## src/design/tilp_pkg.sv

```systemverilog
// Shared types and constants for the traffic line parser.
`default_nettype none

package tilp_pkg;

    // Queue depth between the byte classifier and the parser.
    localparam int FIFO_DEPTH = 4;

    // Longest address text, in bytes, accepted before the first tab.
    localparam int MAX_ADDR_TEXT = 16;

    // Megabytes to bytes: times 1048576.
    localparam int TRAFFIC_SHIFT = 20;

    typedef enum logic [2:0] {
        CH_DIGIT,
        CH_TAB,
        CH_DOT,
        CH_SPACE,
        CH_PLUS,
        CH_MINUS,
        CH_OTHER,
        CH_END
    } char_class_t;

    // One classified byte, as queued between the front and the back.
    typedef struct packed {
        char_class_t cls;
        logic [3:0]  digit;
    } tok_t;

    typedef struct packed {
        logic full;
        logic empty;
    } fifo_stat_t;

    typedef enum logic [2:0] {
        PH_ADDR,
        PH_SKIP1,
        PH_TRAFFIC,
        PH_SKIP2,
        PH_COUNT,
        PH_FAIL
    } phase_t;

    typedef enum logic [2:0] {
        ST_OK          = 3'd0,
        ST_BAD_ADDR    = 3'd1,
        ST_NO_TAB      = 3'd2,
        ST_BAD_TRAFFIC = 3'd3,
        ST_BAD_COUNT   = 3'd4
    } status_t;

    typedef struct packed {
        logic neg;
        logic ovf;
        logic lead;
        logic stop;
    } num_flags_t;

endpackage

`default_nettype wire

```

## src/design/tilp_front.sv

```systemverilog
// Front end: takes bytes, drops text after a zero byte, classifies and queues.
`default_nettype none

module tilp_front (
    input  wire logic                clk,
    input  wire logic                rst_n,
    input  wire logic                in_valid,
    output logic                     in_stall,
    input  wire logic [7:0]          text_byte,
    input  wire logic                line_end,
    input  wire tilp_pkg::fifo_stat_t fifo_stat,
    output logic                     push,
    output tilp_pkg::tok_t           push_tok
);

    localparam logic [7:0] CHR_TAB   = 8'h09;
    localparam logic [7:0] CHR_SPACE = 8'h20;
    localparam logic [7:0] CHR_PLUS  = 8'h2B;
    localparam logic [7:0] CHR_MINUS = 8'h2D;
    localparam logic [7:0] CHR_DOT   = 8'h2E;

    logic accept;
    logic stopped_reg;
    logic stopped_next;
    tilp_pkg::char_class_t cls;

    assign in_stall = fifo_stat.full;
    assign accept   = in_valid && !in_stall;

    always_comb
    begin
        if (text_byte inside {[8'h30:8'h39]})
        begin
            cls = tilp_pkg::CH_DIGIT;
        end
        else if (text_byte == CHR_TAB)
        begin
            cls = tilp_pkg::CH_TAB;
        end
        else if (text_byte == CHR_DOT)
        begin
            cls = tilp_pkg::CH_DOT;
        end
        else if (text_byte == CHR_SPACE || (text_byte inside {[8'h0A:8'h0D]}))
        begin
            cls = tilp_pkg::CH_SPACE;
        end
        else if (text_byte == CHR_PLUS)
        begin
            cls = tilp_pkg::CH_PLUS;
        end
        else if (text_byte == CHR_MINUS)
        begin
            cls = tilp_pkg::CH_MINUS;
        end
        else
        begin
            cls = tilp_pkg::CH_OTHER;
        end
    end

    // Zero byte ends the text; it and the rest to the terminator are dropped.
    always_comb
    begin
        stopped_next = stopped_reg;
        push         = 1'b0;
        if (accept)
        begin
            if (line_end)
            begin
                stopped_next = 1'b0;
                push         = 1'b1;
            end
            else if (!stopped_reg)
            begin
                if (text_byte == 8'h00)
                begin
                    stopped_next = 1'b1;
                end
                else
                begin
                    push = 1'b1;
                end
            end
        end
    end

    assign push_tok.cls   = line_end ? tilp_pkg::CH_END : cls;
    assign push_tok.digit = text_byte[3:0];

    always_ff @(posedge clk or negedge rst_n)
    begin
        if (!rst_n)
        begin
            stopped_reg <= 1'b0;
        end
        else
        begin
            stopped_reg <= stopped_next;
        end
    end

endmodule

`default_nettype wire

```

## src/design/tilp_fifo.sv

```systemverilog
// Short flop-based queue of classified bytes.
`default_nettype none

module tilp_fifo #(
    parameter int DEPTH = tilp_pkg::FIFO_DEPTH
) (
    input  wire logic                 clk,
    input  wire logic                 rst_n,
    input  wire logic                 push,
    input  wire tilp_pkg::tok_t       push_tok,
    input  wire logic                 pop,
    output tilp_pkg::tok_t            head,
    output tilp_pkg::fifo_stat_t      stat
);

    localparam int PTR_W = (DEPTH > 1) ? $clog2(DEPTH) : 1;
    localparam int CNT_W = $clog2(DEPTH + 1);

    tilp_pkg::tok_t   mem_reg [DEPTH];
    logic [PTR_W-1:0] wr_ptr_reg;
    logic [PTR_W-1:0] wr_ptr_next;
    logic [PTR_W-1:0] rd_ptr_reg;
    logic [PTR_W-1:0] rd_ptr_next;
    logic [CNT_W-1:0] count_reg;
    logic [CNT_W-1:0] count_next;

    assign head       = mem_reg[rd_ptr_reg];
    assign stat.full  = (count_reg == CNT_W'(DEPTH));
    assign stat.empty = (count_reg == '0);

    always_comb
    begin
        wr_ptr_next = wr_ptr_reg;
        rd_ptr_next = rd_ptr_reg;
        count_next  = count_reg;
        if (push)
        begin
            wr_ptr_next = (wr_ptr_reg == PTR_W'(DEPTH - 1)) ? '0 : wr_ptr_reg + 1'b1;
        end
        if (pop)
        begin
            rd_ptr_next = (rd_ptr_reg == PTR_W'(DEPTH - 1)) ? '0 : rd_ptr_reg + 1'b1;
        end
        if (push && !pop)
        begin
            count_next = count_reg + 1'b1;
        end
        else if (pop && !push)
        begin
            count_next = count_reg - 1'b1;
        end
    end

    always_ff @(posedge clk)
    begin
        if (push)
        begin
            mem_reg[wr_ptr_reg] <= push_tok;
        end
    end

    always_ff @(posedge clk or negedge rst_n)
    begin
        if (!rst_n)
        begin
            wr_ptr_reg <= '0;
            rd_ptr_reg <= '0;
            count_reg  <= '0;
        end
        else
        begin
            wr_ptr_reg <= wr_ptr_next;
            rd_ptr_reg <= rd_ptr_next;
            count_reg  <= count_next;
        end
    end

endmodule

`default_nettype wire

```

## src/design/tilp_back.sv

```systemverilog
// Back end: line parser state machine, number accumulation and result register.
`default_nettype none

module tilp_back (
    input  wire logic                 clk,
    input  wire logic                 rst_n,
    input  wire tilp_pkg::tok_t       head,
    input  wire tilp_pkg::fifo_stat_t fifo_stat,
    output logic                      pop,
    output logic                      out_valid,
    input  wire logic                 out_stall,
    output logic [2:0]                status,
    output logic [31:0]               address,
    output logic [63:0]               traffic_bytes,
    output logic [63:0]               record_count
);

    localparam int KEEP_W = 64 - tilp_pkg::TRAFFIC_SHIFT;

    // parser state
    tilp_pkg::phase_t     phase_reg, phase_next;
    logic [8:0]           octet_value_reg, octet_value_next;
    logic [1:0]           octet_digits_reg, octet_digits_next;
    logic [2:0]           octet_index_reg, octet_index_next;
    logic [31:0]          address_shift_reg, address_shift_next;
    logic [5:0]           field_length_reg, field_length_next;
    logic [63:0]          acc_reg, acc_next;
    tilp_pkg::num_flags_t flags_reg, flags_next;
    logic [63:0]          traffic_hold_reg, traffic_hold_next;
    tilp_pkg::status_t    error_code_reg, error_code_next;

    // result register
    logic                 out_valid_reg, out_valid_next;
    tilp_pkg::status_t    out_status_reg, out_status_next;
    logic [31:0]          out_address_reg, out_address_next;
    logic [63:0]          out_traffic_reg, out_traffic_next;
    logic [63:0]          out_count_reg, out_count_next;

    logic                 is_end;
    logic                 is_tab;
    logic                 take;
    logic                 load;

    logic [67:0]          num_prod;
    logic [63:0]          num_acc_step;
    tilp_pkg::num_flags_t num_flags_step;

    logic [11:0]          octet_new;
    logic                 addr_bad;
    logic                 traffic_bad;
    logic [KEEP_W-1:0]    traffic_keep;
    logic [63:0]          number_value;
    tilp_pkg::status_t    end_status;

    assign is_end = (head.cls == tilp_pkg::CH_END);
    assign is_tab = (head.cls == tilp_pkg::CH_TAB);
    // A terminator needs the result slot free; every other byte just goes.
    assign take   = !fifo_stat.empty && (!is_end || !out_valid_reg || !out_stall);
    assign load   = take && is_end;
    assign pop    = take;

    // strtoull-style digit step: acc*10 + d, overflow when it leaves 64 bits
    assign num_prod = ({4'b0, acc_reg} << 3) + ({4'b0, acc_reg} << 1) + 68'(head.digit);

    always_comb
    begin
        num_acc_step   = acc_reg;
        num_flags_step = flags_reg;
        if (!flags_reg.stop)
        begin
            case (head.cls)
                tilp_pkg::CH_DIGIT:
                begin
                    num_flags_step.lead = 1'b1;
                    if (!flags_reg.ovf)
                    begin
                        if (num_prod[67:64] != 4'd0)
                        begin
                            num_flags_step.ovf = 1'b1;
                        end
                        else
                        begin
                            num_acc_step = num_prod[63:0];
                        end
                    end
                end
                // tab is white space too once inside the count field
                tilp_pkg::CH_SPACE, tilp_pkg::CH_TAB:
                begin
                    if (flags_reg.lead)
                    begin
                        num_flags_step.stop = 1'b1;
                    end
                end
                tilp_pkg::CH_PLUS, tilp_pkg::CH_MINUS:
                begin
                    if (flags_reg.lead)
                    begin
                        num_flags_step.stop = 1'b1;
                    end
                    else
                    begin
                        num_flags_step.lead = 1'b1;
                        num_flags_step.neg  = (head.cls == tilp_pkg::CH_MINUS);
                    end
                end
                default:
                begin
                    num_flags_step.stop = 1'b1;
                end
            endcase
        end
    end

    assign octet_new = ({3'b0, octet_value_reg} << 3) + ({3'b0, octet_value_reg} << 1)
                       + 12'(head.digit);

    assign addr_bad = (error_code_reg != tilp_pkg::ST_OK) || (octet_index_reg != 3'd4)
                      || (octet_digits_reg == 2'd0)
                      || (field_length_reg > 6'(tilp_pkg::MAX_ADDR_TEXT));

    // value all ones: either -1 or a plain 2^64-1
    assign traffic_bad = flags_reg.ovf
                         || (flags_reg.neg ? (acc_reg == 64'd1) : (&acc_reg));
    assign traffic_keep = flags_reg.neg ? (KEEP_W'(0) - acc_reg[KEEP_W-1:0])
                                        : acc_reg[KEEP_W-1:0];
    assign number_value = flags_reg.neg ? (64'd0 - acc_reg) : acc_reg;

    always_comb
    begin
        case (phase_reg)
            tilp_pkg::PH_SKIP2:
            begin
                end_status = tilp_pkg::ST_OK;
            end
            tilp_pkg::PH_COUNT:
            begin
                end_status = flags_reg.ovf ? tilp_pkg::ST_BAD_COUNT : tilp_pkg::ST_OK;
            end
            tilp_pkg::PH_FAIL:
            begin
                end_status = (error_code_reg == tilp_pkg::ST_OK) ? tilp_pkg::ST_BAD_ADDR
                                                                 : error_code_reg;
            end
            default:
            begin
                end_status = tilp_pkg::ST_NO_TAB;
            end
        endcase
    end

    // next phase
    always_comb
    begin
        phase_next = phase_reg;
        if (take)
        begin
            if (is_end)
            begin
                phase_next = tilp_pkg::PH_ADDR;
            end
            else
            begin
                case (phase_reg)
                    tilp_pkg::PH_ADDR:
                    begin
                        if (is_tab)
                        begin
                            phase_next = addr_bad ? tilp_pkg::PH_FAIL : tilp_pkg::PH_SKIP1;
                        end
                    end
                    tilp_pkg::PH_SKIP1:
                    begin
                        if (!is_tab)
                        begin
                            phase_next = tilp_pkg::PH_TRAFFIC;
                        end
                    end
                    tilp_pkg::PH_TRAFFIC:
                    begin
                        if (is_tab)
                        begin
                            phase_next = traffic_bad ? tilp_pkg::PH_FAIL : tilp_pkg::PH_SKIP2;
                        end
                    end
                    tilp_pkg::PH_SKIP2:
                    begin
                        if (!is_tab)
                        begin
                            phase_next = tilp_pkg::PH_COUNT;
                        end
                    end
                    tilp_pkg::PH_COUNT, tilp_pkg::PH_FAIL:
                    begin
                        phase_next = phase_reg;
                    end
                    default:
                    begin
                        phase_next = tilp_pkg::PH_FAIL;
                    end
                endcase
            end
        end
    end

    // datapath and outputs
    always_comb
    begin
        octet_value_next   = octet_value_reg;
        octet_digits_next  = octet_digits_reg;
        octet_index_next   = octet_index_reg;
        address_shift_next = address_shift_reg;
        field_length_next  = field_length_reg;
        acc_next           = acc_reg;
        flags_next         = flags_reg;
        traffic_hold_next  = traffic_hold_reg;
        error_code_next    = error_code_reg;

        out_valid_next   = load || (out_valid_reg && out_stall);
        out_status_next  = out_status_reg;
        out_address_next = out_address_reg;
        out_traffic_next = out_traffic_reg;
        out_count_next   = out_count_reg;

        if (take)
        begin
            if (is_end)
            begin
                out_status_next = end_status;
                if (end_status == tilp_pkg::ST_OK)
                begin
                    out_address_next = address_shift_reg;
                    out_traffic_next = traffic_hold_reg;
                    out_count_next   = number_value;
                end
                else
                begin
                    out_address_next = '0;
                    out_traffic_next = '0;
                    out_count_next   = '0;
                end
                octet_value_next   = '0;
                octet_digits_next  = '0;
                octet_index_next   = '0;
                address_shift_next = '0;
                field_length_next  = '0;
                acc_next           = '0;
                flags_next         = '0;
                traffic_hold_next  = '0;
                error_code_next    = tilp_pkg::ST_OK;
            end
            else
            begin
                case (phase_reg)
                    tilp_pkg::PH_ADDR:
                    begin
                        if (is_tab)
                        begin
                            if (addr_bad)
                            begin
                                error_code_next = tilp_pkg::ST_BAD_ADDR;
                            end
                            else
                            begin
                                address_shift_next = {address_shift_reg[23:0],
                                                      octet_value_reg[7:0]};
                            end
                        end
                        else
                        begin
                            if (field_length_reg != 6'h3F)
                            begin
                                field_length_next = field_length_reg + 1'b1;
                            end
                            if (error_code_reg == tilp_pkg::ST_OK)
                            begin
                                if (head.cls == tilp_pkg::CH_DIGIT)
                                begin
                                    // leading zero or value above 255
                                    if ((octet_digits_reg != 2'd0 && octet_value_reg == 9'd0)
                                        || octet_new > 12'd255)
                                    begin
                                        error_code_next = tilp_pkg::ST_BAD_ADDR;
                                    end
                                    else
                                    begin
                                        octet_value_next = octet_new[8:0];
                                        if (octet_digits_reg == 2'd0)
                                        begin
                                            if (octet_index_reg >= 3'd4)
                                            begin
                                                error_code_next = tilp_pkg::ST_BAD_ADDR;
                                            end
                                            else
                                            begin
                                                octet_index_next = octet_index_reg + 1'b1;
                                            end
                                        end
                                        if (octet_digits_reg != 2'd3
                                            && !(octet_digits_reg == 2'd0
                                                 && octet_index_reg >= 3'd4))
                                        begin
                                            octet_digits_next = octet_digits_reg + 1'b1;
                                        end
                                    end
                                end
                                else if (head.cls == tilp_pkg::CH_DOT
                                         && octet_digits_reg != 2'd0)
                                begin
                                    if (octet_index_reg >= 3'd4)
                                    begin
                                        error_code_next = tilp_pkg::ST_BAD_ADDR;
                                    end
                                    else
                                    begin
                                        address_shift_next = {address_shift_reg[23:0],
                                                              octet_value_reg[7:0]};
                                        octet_value_next   = '0;
                                        octet_digits_next  = '0;
                                    end
                                end
                                else
                                begin
                                    error_code_next = tilp_pkg::ST_BAD_ADDR;
                                end
                            end
                        end
                    end
                    tilp_pkg::PH_SKIP1, tilp_pkg::PH_TRAFFIC:
                    begin
                        if (!is_tab)
                        begin
                            acc_next   = num_acc_step;
                            flags_next = num_flags_step;
                        end
                        else if (phase_reg == tilp_pkg::PH_TRAFFIC)
                        begin
                            if (traffic_bad)
                            begin
                                error_code_next = tilp_pkg::ST_BAD_TRAFFIC;
                            end
                            else
                            begin
                                traffic_hold_next = {traffic_keep,
                                                     {tilp_pkg::TRAFFIC_SHIFT{1'b0}}};
                                acc_next          = '0;
                                flags_next        = '0;
                            end
                        end
                    end
                    tilp_pkg::PH_SKIP2, tilp_pkg::PH_COUNT:
                    begin
                        if (!is_tab || phase_reg == tilp_pkg::PH_COUNT)
                        begin
                            acc_next   = num_acc_step;
                            flags_next = num_flags_step;
                        end
                    end
                    default:
                    begin
                        acc_next = acc_reg;
                    end
                endcase
            end
        end
    end

    always_ff @(posedge clk or negedge rst_n)
    begin
        if (!rst_n)
        begin
            phase_reg         <= tilp_pkg::PH_ADDR;
            octet_value_reg   <= '0;
            octet_digits_reg  <= '0;
            octet_index_reg   <= '0;
            address_shift_reg <= '0;
            field_length_reg  <= '0;
            acc_reg           <= '0;
            flags_reg         <= '0;
            traffic_hold_reg  <= '0;
            error_code_reg    <= tilp_pkg::ST_OK;
            out_valid_reg     <= 1'b0;
        end
        else
        begin
            phase_reg         <= phase_next;
            octet_value_reg   <= octet_value_next;
            octet_digits_reg  <= octet_digits_next;
            octet_index_reg   <= octet_index_next;
            address_shift_reg <= address_shift_next;
            field_length_reg  <= field_length_next;
            acc_reg           <= acc_next;
            flags_reg         <= flags_next;
            traffic_hold_reg  <= traffic_hold_next;
            error_code_reg    <= error_code_next;
            out_valid_reg     <= out_valid_next;
        end
    end

    always_ff @(posedge clk)
    begin
        out_status_reg  <= out_status_next;
        out_address_reg <= out_address_next;
        out_traffic_reg <= out_traffic_next;
        out_count_reg   <= out_count_next;
    end

    assign out_valid     = out_valid_reg;
    assign status        = out_status_reg;
    assign address       = out_address_reg;
    assign traffic_bytes = out_traffic_reg;
    assign record_count  = out_count_reg;

endmodule

`default_nettype wire

```

## src/design/tsv_ipv4_traffic_line_parser.sv

```systemverilog
// Top level of the tab-separated IPv4 traffic line parser.
`default_nettype none

// Parses one text line per result: "a.b.c.d<TAB(s)>megabytes<TAB(s)>count",
// one byte per input transaction, with line_end marking the terminator byte
// (its text_byte is ignored). Each terminator yields exactly one result
// transaction carrying status (0 ok, 1 bad address, 2 missing tab, 3 bad
// traffic number, 4 bad count) plus address, traffic_bytes (megabytes times
// 1048576, wrapped to 64 bits) and record_count; on any error the three data
// fields are zero. A zero byte ends the text early: the rest of the line up
// to the terminator is discarded. Throughput is one byte per clock while
// in_stall is low. The front end classifies each byte and drops text after
// a zero byte; a FIFO_DEPTH-entry queue feeds the back end, which runs the
// parser state machine and one decimal accumulate step per byte. The back
// end retires one byte per cycle; only a terminator waits, and only while
// the result register is full and stalled. With the queue otherwise empty
// and the result register free, a queued terminator loads the result
// register, raising out_valid. in_stall rises only when the queue is full.

module tsv_ipv4_traffic_line_parser #(
    parameter int FIFO_DEPTH = tilp_pkg::FIFO_DEPTH
) (
    input  wire logic        clk,
    input  wire logic        rst_n,

    // byte channel
    input  wire logic        in_valid,
    output logic             in_stall,
    input  wire logic [7:0]  text_byte,
    input  wire logic        line_end,

    // result channel
    output logic             out_valid,
    input  wire logic        out_stall,
    output logic [2:0]       status,
    output logic [31:0]      address,
    output logic [63:0]      traffic_bytes,
    output logic [63:0]      record_count
);

    tilp_pkg::fifo_stat_t fifo_stat;
    tilp_pkg::tok_t       push_tok;
    tilp_pkg::tok_t       head;
    logic                 push;
    logic                 pop;

    tilp_front u_front (
        .clk       (clk),
        .rst_n     (rst_n),
        .in_valid  (in_valid),
        .in_stall  (in_stall),
        .text_byte (text_byte),
        .line_end  (line_end),
        .fifo_stat (fifo_stat),
        .push      (push),
        .push_tok  (push_tok)
    );

    tilp_fifo #(
        .DEPTH (FIFO_DEPTH)
    ) u_fifo (
        .clk      (clk),
        .rst_n    (rst_n),
        .push     (push),
        .push_tok (push_tok),
        .pop      (pop),
        .head     (head),
        .stat     (fifo_stat)
    );

    tilp_back u_back (
        .clk           (clk),
        .rst_n         (rst_n),
        .head          (head),
        .fifo_stat     (fifo_stat),
        .pop           (pop),
        .out_valid     (out_valid),
        .out_stall     (out_stall),
        .status        (status),
        .address       (address),
        .traffic_bytes (traffic_bytes),
        .record_count  (record_count)
    );

endmodule

`default_nettype wire
```

## config.mk

```make
export PLATFORM = sky130hd
export DESIGN_NAME = tsv_ipv4_traffic_line_parser
export DESIGN_NICKNAME = d
export VERILOG_FILES = /design/src/design/tilp_pkg.sv /design/src/design/tilp_front.sv /design/src/design/tilp_fifo.sv /design/src/design/tilp_back.sv /design/src/design/tsv_ipv4_traffic_line_parser.sv
export SDC_FILE = /design/constraint.sdc
export NUM_CORES = 1
export LEC_CHECK = 0
export BUFFER_PORTS_ARGS = -buffer_cell sky130_fd_sc_hd__buf_2
export CORE_MARGIN = 2
export CORE_UTILIZATION = 55
export CTS_CLUSTER_DIAMETER = 100
export DETAILED_ROUTE_END_ITERATION = 10
export HOLD_SLACK_MARGIN = 0.02
export PLACE_DENSITY_LB_ADDON = 0.3
export REMOVE_ABC_BUFFERS = 1
export SLEW_MARGIN = 10
export SYNTH_ARGS = -nofsm -noshare
export SYNTH_HDL_FRONTEND = slang
export SYNTH_SLANG_ARGS = --single-unit
```

## constraint.sdc

```tcl
create_clock -name clk -period 5.3 [get_ports clk]
set_clock_uncertainty 0.15 [all_clocks]
set_input_delay 0.53 -clock clk [delete_from_list [all_inputs] [get_ports clk]]
set_output_delay 0.53 -clock clk [all_outputs]
set_load 0.005 [all_outputs]
```

Yosys cells after proc, flatten, opt, wreduce, memory -nomap -nowiden
Memories as Yosys holds them, arrays and structs flattened. Cells that the tools add are included.

Register bits: 362. Bits in writable memories: 28. Input port bits: 13. Logic and storage cells: 277. Memories kept: 1.

Memory list: u_fifo.mem_reg (words 4, width 7, read ports 1, clocked after Yosys merged registers in 0, wr ports 1, line tilp_fifo.sv:19) `tilp_pkg::tok_t mem_reg [DEPTH];`.

Add/subtract/negate cells: 13. Magnitude comparators: 7. Equal/unequal tests: 47. Mux-type cells: 114. Reduce and logical (&&, ||, !) cells: 73.

Operators with widths (count): 64-bit two-way mux (15); 32-bit two-way mux (8); 64-bit one-hot mux with 2 select lines (1); 3-bit two-way mux (37); 9-bit two-way mux (8); 67-bit by 65-bit adder with 68-bit output (1); 68-bit by 4-bit adder with 68-bit output (1); 64-bit by 1-bit equality test with 1-bit output (second input constant) (1); 64-bit AND reduction (1); 1-bit by 64-bit subtractor with 64-bit output (first input constant) (1); 44-bit two-way mux (1); 1-bit by 44-bit subtractor with 44-bit output (first input constant) (1); 8-bit by 6-bit equality test with 1-bit output (second input constant) (4); 3-bit by 1-bit != test with 1-bit output (second input constant) (9); 2-bit two-way mux (12); 4-bit two-way mux (6); 6-bit two-way mux (4); 8-bit AND reduction (3); 2-bit nonzero test (10); 3-bit equality test (second input constant) (6); 3-bit nonzero test (6); 1-bit two-way mux (17); 3-bit zero test (5); 3-bit by 2-bit != test with 1-bit output (second input constant) (5); 44 further kinds (91).

Depth between registers and ports, before layout
Depth in word-level cells: 11. Mapped depth: 17. Depth with buffers taken out: 15.

Modules after synthesis
A second synthesis with hierarchy kept.

Cell total of the unflattened synthesis: 2159. Area total of the unflattened synthesis: 21126.5 um^2.

Modules (own cells, without submodules): tilp_back (times used 1, cells each 2047, area an instance 19428.6 um^2); tilp_fifo (times used 1, cells each 74, area an instance 1426.4 um^2); tilp_front (times used 1, cells each 38, area an instance 271.5 um^2).

Worst setup path before layout
Ideal clock, no wire load.

Kind: reg2reg. Start point: register u_fifo.rd_ptr_reg[0]. End point: register u_back.out_address_reg[0], in the netlist u_back.address[0] (enable). Arrival time: 4.776 ns. Data required time: 4.651 ns. Path slack: -0.126 ns. Cell stages (with the launch flop): 8. Path buffers: 2. Cell sequence: dfrtp_1 -> buf_2 -> mux4_2 -> nand3_1 -> o32a_1 -> nand2_1 -> clkbuf_1 -> inv_1.

Cells in the longest elaborated chain, start to end: 7.

RTL lines: from (decl) (line tilp_fifo.sv:22) `logic [PTR_W-1:0] rd_ptr_reg;`; from (signal assigned) (line tilp_fifo.sv:73) `rd_ptr_reg <= rd_ptr_next;`; memory 4 x 7 bit (*); 3-bit equality test (*) (line tilp_back.sv:55) `assign is_end = (head.cls == tilp_pkg::CH_END);`; 1-bit zero test (line tilp_back.sv:58) `assign take = !fifo_stat.empty && (!is_end || !out_valid_reg || !out_stall);`; 1-bit logical OR (2 in a row) (line tilp_back.sv:58); 1-bit logical AND (line tilp_back.sv:58); 2-bit AND reduction (no source line) (*); to (signal assigned) (line tilp_back.sv:403) `out_address_reg <= out_address_next;`; to (decl) (line tilp_back.sv:35) `logic [31:0] out_address_reg, out_address_next;`.

Mark *: on every way between the ends. The rest lies on a longest branch, timed or not. A chain may end at the register's enable or synchronous reset.

Final worst setup path
Start point: register u_fifo.rd_ptr_reg[0]. End point: register u_back.acc_reg[28].

Cells in the longest elaborated chain, start to end: 10. Elaborated cells on any way between the ends: 25. Those cells by class: 1 x add/sub; 5 x eq/ne; 8 x mux; 10 x reduce/logical; 1 x memory.

RTL lines: memory 4 x 7 bit (*); 68-bit by 4-bit adder with 68-bit output (line tilp_back.sv:63) `assign num_prod = ({4'b0, acc_reg} << 3) + ({4'b0, acc_reg} << 1) + 68'(head.digit);`; 4-bit nonzero test (line tilp_back.sv:77) `if (num_prod[67:64] != 4'd0)`; 64-bit two-way mux (line tilp_back.sv:77); 64-bit two-way mux (line tilp_back.sv:75) `if (!flags_reg.ovf)`; 64-bit two-way mux (line tilp_back.sv:71) `case (head.cls)`; 64-bit two-way mux (line tilp_back.sv:69) `if (!flags_reg.stop)`; 64-bit two-way mux, on equally long branches (line tilp_back.sv:353, tilp_back.sv:331); 64-bit one-hot mux with 2 select lines (line tilp_back.sv:254) `case (phase_reg)`; 64-bit two-way mux (line tilp_back.sv:227) `if (is_end)`; to (signal assigned) (line tilp_back.sv:392) `acc_reg <= acc_next;`; to (decl) (line tilp_back.sv:27) `logic [63:0] acc_reg, acc_next;`.

Mark *: on every way between the ends. The rest lies on a longest branch, timed or not. The select of a mux whose other input is x is not followed.

==> impl_metrics.ini <==
[worst_setup_path]
reg2reg_setup_slack_ns = 0.27
rr_worst_depth = 15
worstSetupPathType = reg -> reg
r2r_path_end = u_back.acc_reg[28]$_DFFE_PN0P_
worst-endpoint-arrival_ns = 5.33
start_kind = flip-flop
cp_max_fo = 11
data_required_time_at_the_worst_endpoint_ns = 5.60
startpoint_of_the_worst_register_to_register_path = u_fifo.rd_ptr_reg[0]$_DFFE_PN0P_
critPathCaptureType = flip-flop

[synth]
leading_cell_types_by_total_area_after_synthesis = sky130_fd_sc_hd__edfxtp_1 (24%), sky130_fd_sc_hd__dfrtp_1 (21%), sky130_fd_sc_hd__ha_1 (9.3%)
yosys.cell_count.top_type = sky130_fd_sc_hd__nand2_1
asyncSetResetFlopFracSynth = 0.511
muxShareOfSynthArea = 0.0426
netlist.area_leader.share = 0.241
avgSynthCellArea_um2 = 9.83
postSynth.topFlopCell = sky130_fd_sc_hd__dfrtp_1
netlist_top_cells_count = sky130_fd_sc_hd__nand2_1 (263), sky130_fd_sc_hd__dfrtp_1 (179), sky130_fd_sc_hd__edfxtp_1 (171), sky130_fd_sc_hd__ha_1 (159), sky130_fd_sc_hd__o21ai_0 (154)
synth-edff-count = 171
synth.ff_latch_count = 350
simple_logic_cell_fraction_of_the_synthesized_area = 0.180
synth_largest_area_cell = sky130_fd_sc_hd__edfxtp_1
post_synth_fa_ha_maj_area_fraction = 0.0985
number_of_cells_produced_by_synthesis = 2168
synth_compound_gate_area_share = 0.139
synthesis.area_um2 = 21300
synth_warnings = 0
netlist-cell-type-count = 81
synth_xor_xnor_area_share = 0.0522
sequential_to_total_area_share_from_yosys_stat = 0.451
dominant_combinational_cell_family_by_area_after_synthesis = simple AND/OR/NAND/NOR gates

[clocking]
path_clk_slew_ns = 0.06
postCtsSetupRepairBufs = 0
clk_latency_ns = 0.55
cts_tree = done
clock-root-buffer = sky130_fd_sc_hd__clkbuf_16
cts_max_level = 2
clockBufferDepth = 3
number_of_sinks_handled_by_clock_tree_synthesis = 350
cts-buffers-inserted = 38

[grt]
first_pass_grt_wire_length_um = 85800
grt_pass1_vias = 16303
track_usage = 0.261
globalRouteOverflowTotal = 0
grt_start_max_net_pins = 99
grt_antenna_before_repair = 0

[floorplanning]
start_util = 0.554
die_height_um = 201
coreArea_um2 = 38500
fp.dieArea_um2 = 40300
i_o_pin_count = 178
core.rowCount = 72
chipWidth_um = 201

[sta]
timing.final.crit_share = 0.949
report.final.hold_viol_count = 0
max-slew-margin-rel = 0.434
slew_violations = 0
setup_total_neg_slack_ns = 0
max_freq_mhz = 199
fin_crit_ns = 5.03
grt_setup_unrepaired = yes
timing.final.setup_violations = 0
slew_worst_pin_ns = 0.848

[finish]
post_route_cells_drive_above_1_share = 0.129
final_stage_net_count = 2459
area_delta_synth_final_pct = 12.2
diodes = 0

[detailed_routing]
drt_iter0_drc = 1225
drt_wl_total_um = 52400
drt-wirelength-per-cell_um = 18.5
antenna_violating_nets_post_route = 0
route.detailed.vias_per_inst = 5.93
vias = 16787
drt_first_pass_iters = 5
route.detailed.drc = 0

[min_path]
timing.hold.worst_path_depth = 3
hold_path_end = u_back.out_valid$_DFF_PN0_
worst_hold_path_type = in -> reg
hold_start = out_stall

[run_status]
status = finished clean

[place]
gpl.final_weighted_congestion = 0.932
hpwlAfterDp_um = 37800
port-buffer-count = 157

[pwr]
total_leakage_power_nw = 10.9
tot_pwr_w = 0.0108
power.density_nw_per_um2 = 454
peakVddDrop_mv = 0.312

[job]
max-cap-violations = 0
[timing repair]
action / in CTS / in global routing
gates resized for setup: 0 / 7
hold endpoints to repair: 81 / 0
endpoints found under the setup margin: 0 / 63
hold buffers: 1 / 0
[routing by layer]
layer,track usage,routed length [um]
met1,0.371,23900
met4,0.0915,1670
met3,0.0351,2960
met5,0,0
met2,0.414,23900
[layout make-up]
cell class	count	area, um2
Inverter	47	181
Timing Repair Buffer	191	1120
Clock buffer	51	1030
Sequential cell	350	9620
Multi-Input combinational cell	1654	11100
Fill cell	3171	14600
Tap cell	518	648
Clock inverter	19	248
[worst max-delay path, cell delays in order, from the launching register on]
cell and delay (ns):
sky130_fd_sc_hd__dfrtp_1 0.45, sky130_fd_sc_hd__mux4_2 0.58, sky130_fd_sc_hd__ha_1 0.30, sky130_fd_sc_hd__ha_1 0.24, sky130_fd_sc_hd__fa_1 0.45, sky130_fd_sc_hd__a211oi_2 0.33
sky130_fd_sc_hd__o21a_1 0.19, sky130_fd_sc_hd__nor4_1 0.09, sky130_fd_sc_hd__o211ai_1 0.33, sky130_fd_sc_hd__a31oi_2 0.22, sky130_fd_sc_hd__or4_1 0.43, sky130_fd_sc_hd__o311a_1 0.16
sky130_fd_sc_hd__a32o_1 0.25, sky130_fd_sc_hd__nor3_2 0.23, sky130_fd_sc_hd__buf_4 0.28, sky130_fd_sc_hd__mux2i_1 0.22
[cell families after synthesis]
| kind of cell | after synthesis |
|---|---|
| adders and majority gates | 165 |
| muxes | 81 |
| buffers and inverters | 183 |
| DFF | 350 |
| and+or+nand+nor | 786 |
| xor gates and xnor gates | 127 |
| AOI/OAI and AO/OA | 475 |
| other | 1 |
[how the worst max path moves through the flow]
stage | startpoint | to | depth (start not counted)
after floorplan | u_fifo.rd_ptr_reg[0]$_DFFE_PN0P_ | u_back.address[0]$_SDFFCE_PP0P_ | 5
after global placement | u_fifo.rd_ptr_reg[0]$_DFFE_PN0P_ | u_back.acc_reg[23]$_DFFE_PN0P_ | 15
after detailed placement | u_fifo.rd_ptr_reg[0]$_DFFE_PN0P_ | u_back.acc_reg[32]$_DFFE_PN0P_ | 15
after CTS | u_fifo.rd_ptr_reg[0]$_DFFE_PN0P_ | u_back.acc_reg[32]$_DFFE_PN0P_ | 15
after global routing | u_fifo.rd_ptr_reg[0]$_DFFE_PN0P_ | u_back.acc_reg[4]$_DFFE_PN0P_ | 15
final | u_fifo.rd_ptr_reg[0]$_DFFE_PN0P_ | u_back.acc_reg[28]$_DFFE_PN0P_ | 15
[power breakdown]
part,internal (W),switching [W],total [W],leakage [nW]
Sequential,0.00366,0.000385,0.00404,4.04
Combinational,0.00138,0.00269,0.00407,6.20
Clock,0.00163,0.00110,0.00273,0.629
[through the flow]
step | util | hold slack (ns) | area, um2 | std cells | worst slack [ns]
final | 0.621 | 0.0844 | 23900 | 2830 | 0.272
after global routing | 0.621 | 0.0861 | 23900 | 2830 | -0.0311
after CTS | 0.621 | 0.0647 | 23900 | 2830 | 0.0833
after detailed placement | 0.587 | 0.312 | 22600 | 2759 | 0.146
after global placement | 0.587 | 0.303 | 22600 | 2759 | 0.296
after floorplan | - | 0.0844 | 20800 | 2051 | -1.41
[cells in the final DEF, fill, tap and decap left out, drive strengths merged, types with 21 or more instances in the layout]
cell    netlist  routed
clkbuf      102      51
mux2i        67      67
edfxtp      171     171
xor2         88      88
xnor2        39      39
nand2       263     263
dfrtp       179     179
buf          34     190
ha          159     159
nor2        149     149
and2         83      83
nand4        42      42
nor4         21      21
nand3        85      85
nor3         30      30
inv          47      51
a21oi       124     124
o31ai        31      31
o21ai       159     159
a21o         35      35
Note: power is estimated with default switching activity, not from simulation.
